===== src/hw/rtl/cpsct_pkg.sv =====
// Shared constants and types for the convex plane set cull test unit.
package cpsct_pkg;

    // Defaults for the top level parameters.
    localparam int MAX_PLANES_DEF  = 6;
    localparam int COORD_WIDTH_DEF = 16;

    // Plane register packing: three Q2.14 normal components, then d in Q12.4.
    localparam int NORM_W  = 16;
    localparam int D_W     = 16;
    localparam int PLANE_W = 3 * NORM_W + D_W;
    localparam int D_LSB   = 3 * NORM_W;

    // Scaling of d into the dot product formats.
    localparam int BOX_SHIFT = 15;
    localparam int SPH_SHIFT = 14;

    // Configuration port geometry: 64-bit registers at byte address 8*i.
    localparam int PDATA_W   = 64;
    localparam int PADDR_W   = 6;
    localparam int REG_SHIFT = 3;
    localparam int IDX_W     = PADDR_W - REG_SHIFT;
    localparam int CNT_W     = 3;

    // Register indexes.
    localparam logic [IDX_W-1:0] REG_PLANE_COUNT = 3'd0;
    localparam int               PLANE_REG_LIMIT = 6;

    // Operation codes.
    localparam logic OP_BOX    = 1'b0;
    localparam logic OP_SPHERE = 1'b1;

    // Per-stage advance enables handed to the plane lanes.
    typedef struct packed {
        logic s2;
        logic s3;
        logic s4;
    } cpsct_stage_en_t;

endpackage


===== src/hw/rtl/cpsct_plane_lane.sv =====
// One plane's share of the cull pipeline: operand select, multiply, sum and compare.
module cpsct_plane_lane
    import cpsct_pkg::*;
#(
    parameter int COORD_WIDTH = COORD_WIDTH_DEF
)
(
    input  logic                          clk,
    input  cpsct_stage_en_t               en,
    input  logic [PLANE_W-1:0]            plane,
    input  logic                          op,
    input  logic signed [COORD_WIDTH-1:0] pos [3],
    input  logic [COORD_WIDTH-2:0]        size [3],
    input  logic [COORD_WIDTH-2:0]        radius,
    output logic                          cull
);

    localparam int OPW = COORD_WIDTH + 2;
    localparam int PW  = OPW + NORM_W;
    localparam int SW  = PW + 2;
    localparam int DRW = ((COORD_WIDTH > D_W) ? COORD_WIDTH : D_W) + 1;
    localparam int TW  = ((DRW + SPH_SHIFT) > (D_W + BOX_SHIFT)) ?
                         (DRW + SPH_SHIFT) : (D_W + BOX_SHIFT);
    localparam int CW  = ((SW > TW) ? SW : TW) + 1;

    logic signed [NORM_W-1:0] norm [3];
    logic signed [D_W-1:0]    plane_d;

    logic signed [OPW-1:0] pos_ext  [3];
    logic signed [OPW-1:0] size_ext [3];
    logic signed [OPW-1:0] term     [3];
    logic signed [OPW-1:0] opnd_next [3];
    logic signed [OPW-1:0] opnd_reg  [3];

    logic signed [DRW-1:0] rad_sum;
    logic signed [TW-1:0]  thr_next;
    logic signed [TW-1:0]  thr2_reg;
    logic signed [TW-1:0]  thr3_reg;
    logic                  op2_reg;
    logic                  op3_reg;

    logic signed [PW-1:0]  prod_reg [3];
    logic signed [SW-1:0]  dot_sum;
    logic signed [CW-1:0]  dot_cmp;
    logic signed [CW-1:0]  thr_cmp;
    logic                  cull_next;
    logic                  cull_reg;

    assign plane_d = D_W'(signed'(plane[D_LSB +: D_W]));

    // Box mode picks the vertex most opposite to the normal, at doubled scale:
    // 2*pos plus size times (1 - sign(n)).
    always_comb
    begin
        for (int a = 0; a < 3; a++)
        begin
            norm[a]     = signed'(plane[a*NORM_W +: NORM_W]);
            pos_ext[a]  = OPW'(pos[a]);
            size_ext[a] = OPW'({1'b0, size[a]});
            if (norm[a][NORM_W-1])
                term[a] = size_ext[a] <<< 1;
            else if (norm[a] == '0)
                term[a] = size_ext[a];
            else
                term[a] = '0;
            if (op == OP_SPHERE)
                opnd_next[a] = pos_ext[a];
            else
                opnd_next[a] = (pos_ext[a] <<< 1) + term[a];
        end
        rad_sum = DRW'(plane_d) + DRW'(signed'({1'b0, radius}));
        if (op == OP_SPHERE)
            thr_next = TW'(rad_sum) <<< SPH_SHIFT;
        else
            thr_next = TW'(plane_d) <<< BOX_SHIFT;
    end

    always_ff @(posedge clk)
    begin
        if (en.s2)
        begin
            opnd_reg <= opnd_next;
            thr2_reg <= thr_next;
            op2_reg  <= op;
        end
    end

    always_ff @(posedge clk)
    begin
        if (en.s3)
        begin
            for (int a = 0; a < 3; a++)
                prod_reg[a] <= PW'(opnd_reg[a]) * PW'(norm[a]);
            thr3_reg <= thr2_reg;
            op3_reg  <= op2_reg;
        end
    end

    // A sphere is culled at equality, a box only strictly beyond d.
    always_comb
    begin
        dot_sum = SW'(prod_reg[0]) + SW'(prod_reg[1]) + SW'(prod_reg[2]);
        dot_cmp = CW'(dot_sum);
        thr_cmp = CW'(thr3_reg);
        if (op3_reg == OP_SPHERE)
            cull_next = (dot_cmp >= thr_cmp);
        else
            cull_next = (dot_cmp > thr_cmp);
    end

    always_ff @(posedge clk)
    begin
        if (en.s4)
            cull_reg <= cull_next;
    end

    assign cull = cull_reg;

endmodule


===== config.mk =====
export PLATFORM = sky130hd
export DESIGN_NAME = cpsct_plane_lane
export DESIGN_NICKNAME = d
export VERILOG_FILES = /design/src/hw/rtl/cpsct_pkg.sv /design/src/hw/rtl/cpsct_plane_lane.sv
export SDC_FILE = /design/constraint.sdc
export NUM_CORES = 2
export LEC_CHECK = 0
export ABC_CLOCK_PERIOD_IN_PS = 8150
export BUFFER_PORTS_ARGS = -buffer_cell sky130_fd_sc_hd__buf_2
export CAP_MARGIN = 15
export CORE_MARGIN = 1.5
export CORE_UTILIZATION = 44
export CTS_CLUSTER_DIAMETER = 40
export DETAILED_ROUTE_END_ITERATION = 10
export PLACE_DENSITY = 0.65
export RECOVER_POWER = 25
export SYNTH_ARGS = -nofsm -noshare
export SYNTH_HDL_FRONTEND = slang
export SYNTH_SLANG_ARGS = --single-unit

===== constraint.sdc =====
create_clock -name clk -period 8.15 [get_ports clk]
set_input_delay 2.0375 -clock clk [delete_from_list [all_inputs] [get_ports clk]]
set_output_delay 2.0375 -clock clk [all_outputs]
set_load 0.01 [all_outputs]

# --- Word-level counts from Yosys, hierarchy flattened ---
# Memories as Yosys holds them, arrays and structs flattened.
# Cells that the tools add are included.
classes:
  add_sub_neg: 6
  mul: 3
  div: 0
  order_cmp: 2
  n_eq_ne: 0
  shifts: 0
  n_mux: 13
  bitwise: 0
  reduce_logical: 3
ops:
  columns: ["op", "count"]
  rows:
  - ["18-bit by 16-bit multiplier with 34-bit output", 3]
  - ["17-bit by 17-bit adder with 18-bit output", 3]
  - ["18-bit two-way mux", 3]
  - ["16-bit zero test", 3]
  - ["16-bit two-way mux", 3]
  - ["15-bit two-way mux", 3]
  - ["35-bit by 34-bit adder with 36-bit output", 1]
  - ["36-bit by 31-bit >= comparator with 1-bit output", 1]
  - ["36-bit by 31-bit greater-than comparator with 1-bit output", 1]
  - ["34-bit by 34-bit adder with 35-bit output", 1]
  - ["31-bit two-way mux", 1]
  - ["16-bit by 16-bit adder with 17-bit output", 1]
  - ["1-bit two-way mux", 3]
word_totals:
  reg_bits: 119
  latch_bits: 0
  ram_bits: 102
  rom_bits: 0
  output_inout_bits: 1
  elab_cells: 37
  mem_count: 1
memory_table:
  columns: ["name", "depth", "word_bits", "rd", "rd_ports_with_merged_regs", "write_ports", "line_no", "text"]
  rows:
  - ["prod_reg", 3, 34, 3, 0, 3, "cpsct_plane_lane.sv:42", "logic signed [PW-1:0] prod_reg [3];"]

# --- Logic depth before layout (Yosys ltp) ---
logic_depth:
  depth_word: 5
  mapped_depth: 25
  mapped_depth_nobuf: 24

# --- Least setup slack after synthesis ---
# OpenSTA, ideal clock, no wires.
synth_path:
  kind: "input to register"
  start: "input port plane[23]"
  end: "memory prod_reg[0][67] (netlist bit) (data pin)"
  setup_ns: 0.260
  t_arrival_ns: 7.968
  setup_slack_ns: -0.078
  stages: 24
  cell_sequence: "clkbuf_1 > clkbuf_1 > nand2_1 > fa_1 > inv_1 > fa_1 > inv_1 > fa_1 > inv_1 > fa_1 > fa_1 > inv_1 > fa_1 > inv_1 > ha_1 > a21oi_2 > o211ai_2 > or4b_1 > o22a_2 > o41ai_4 > o2111ai_2 > a31o_1 > a21oi_2 > xnor2_1"
synth_lines:
  columns: ["element", "line_no", "text"]
  rows:
  - ["from (decl)", "cpsct_plane_lane.sv:10", "input logic [PLANE_W-1:0] plane,"]
  - ["to (decl)", "cpsct_plane_lane.sv:42", null]

==> out/metrics.yaml <==
fp.dieH_um: 322
grt_max_degree: 74
tritoncts: "yes"
synth_top_area_frac: 0.407
track_usage: 0.213
path_max_fanout: 10
rsz0062_at_grt: "false"
netlist_top_cells_area: "fa_1 41%, edfxtp_1 13%, ha_1 10%, inv_1 8.4%, and2_1 5.8%"
synth-async-reset-ratio: 0
syn_area_um2: 44700
grt_pass1_vias: 33600
antenna_left: 0
drc_errors: 0
io_pins: 178
clock_skew_ps: 16.9
fin_crit_sh: 0.953
clock-sinks: 193
dpl.hpwl_mm: 87.9
cp.required_ps: 8380
final_util: 0.478
htreeDepth: 4
fin_tns_setup_ps: 0
min_period_ps: 7760
yosysTopAreaCell: "fa_1"
synth.avg_cell_area_um2: 9.63
critPathKind: "in -> reg"
grtUsageMet3: 0.0260
yosys_warnings: 0
violations: "max-capacitance violations, max-slew violations"
clockRootBuffer: "clkbuf_16"
outcome: "complete, but fails checks"
portBuffers: 177
ctsHoldBuffers: 0
routed-via-count: 31400
final.hold.worst_slack_ps: 425
cts_buffers: 17
final_hold_viol_count: 0
clk_pin_slew_ps: 70
tightest_slew_ps: 3140
min_path_type: "reg -> reg"
synth_cell_type_count: 73
antenna_found_initial: 6
synth_most_common_cell: "inv_1"
postCtsSetupRepairBufs: 0
final-setup-viol-count: 0
row_count: 116
maxSlewHeadroom: -1.10
yosys-top-cells-count: "1002 x inv_1, 909 x fa_1, 514 x nand2_1"
startpoint_type: "input pin"
largest_reg_flops: 102
grtUsageMet2: 0.366
cap_violations: 2
slew_violations: 82
clk-insertion-delay-late_ps: 500
crit_arrival_ps: 8000
die-area_um2: 104000
grt_use_met1: 0.291
syn2layout_area_growth_pct: 7.48
ys_ff_latch: 193
drtPass1Iterations: 7
busiest_layer: "met2"
via_per_inst: 5.10
layout.nets: 6242
fmax_mhz: 129
syn-instance-count: 4643
synth_nets: 6103
core_area_um2: 100000
routed_wl_mm: 104
fillers: 9571
dieWidth_um: 322
cts-resized-gates: 0
grt_pass1_wl_mm: 175
crit_path_end_kind: "register"
globalRouteOverflowTotal: 0
synth-seq-area-share: 0.130
start_util: 0.445
clockBufferDepth: 2
first_iter_violations: 1677
globalplace.congestion: 0.902
ys.flop_type: "edfxtp_1"
wl_per_cell_um: 17.0
synth_edf_count: 193
drive_above_1_share: 0.0724
final timing paths:
kind | to | slack [ps] | start | cells past startpoint
worst max register to register | prod_reg[0][67] | 1250 | opnd_reg[25] | 22
worst min register to register | thr3_reg[22] | 420 | thr2_reg[22] | 0
worst min-delay path | thr3_reg[22] | 420 | thr2_reg[22] | 0
worst max-delay path | prod_reg[0][67] | 390 | plane[17] | 21
per-stage QoR:
step	cell area, µm²	cells	worst slack [ps]
floorplan	44700	4643	11.7
global placement	47500	6120	-10.4
detailed placement	47500	6120	-102
CTS	48000	6150	444
global route	48000	6151	171
finish	48000	6152	385
cell families (layout without fill, tap and decap cells):
logic type,count (synthesis),in the layout,synth area share
xor gates and xnor gates,184,184,0.0361
adders and majority gates,1283,1283,0.512
and+or+nand+nor,1273,1273,0.141
AOI/OAI and AO/OA,527,527,0.0787
muxes,22,22,0.00551
DFF,193,193,0.130
other,0,2,0
buffers and inverters,1161,1311,0.0975
cell type report:
class,instances,area [µm²],share of cell area
Clock inverter,13,126,0.00263
Timing Repair Buffer,279,1690,0.0351
Antenna cell,2,5.00,0.000104
Multi-Input combinational cell,3289,34500,0.719
Sequential cell,193,5800,0.121
Inverter,1002,3760,0.0783
Clock buffer,17,425,0.00886
Tap cell,1357,1700,0.0353
metal layers:
layer	routed length [µm]	part of all wire	vias up
met5	0	0	-
met4	1490	0.014	0
met3	4620	0.044	114
met2	52000	0.50	693
met1	46300	0.44	15900
li1	-	-	14600
cell usage in the layout, fill, tap and decap left out, types with 14 or more instances in the layout:
cell,instances
a21oi_1,120
nand2_1,514
nor4_1,16
clkbuf_16,17
edfxtp_1,193
nor3_1,41
mux2_2,21
and2_1,414
a21o_1,66
nand2b_1,33
xnor2_1,127
o21a_1,30
ha_1,374
buf_2,171
a211oi_1,20
nand3_1,37
xor2_1,57
buf_4,100
nand4_1,14
o21ai_0,119
fa_1,909
inv_1,1002
a22o_1,46
nor2_1,138
o21bai_1,28
critical path: stages:
cell and delay, ps:
buf_2 230, nand2_1 120, fa_1 540, fa_1 520, fa_1 510, inv_1 50, fa_1 480, fa_1 540
inv_1 70, fa_1 470, inv_1 50, ha_1 340, a21oi_2 200, o211ai_2 130, or4b_1 480, o22a_2 240
o41ai_4 300, o2111ai_2 190, a31o_1 260, a21oi_2 150, xnor2_1 70
Power is not shown: default switching activity piles up to over one toggle a cycle in this logic, so the estimate is an artifact.
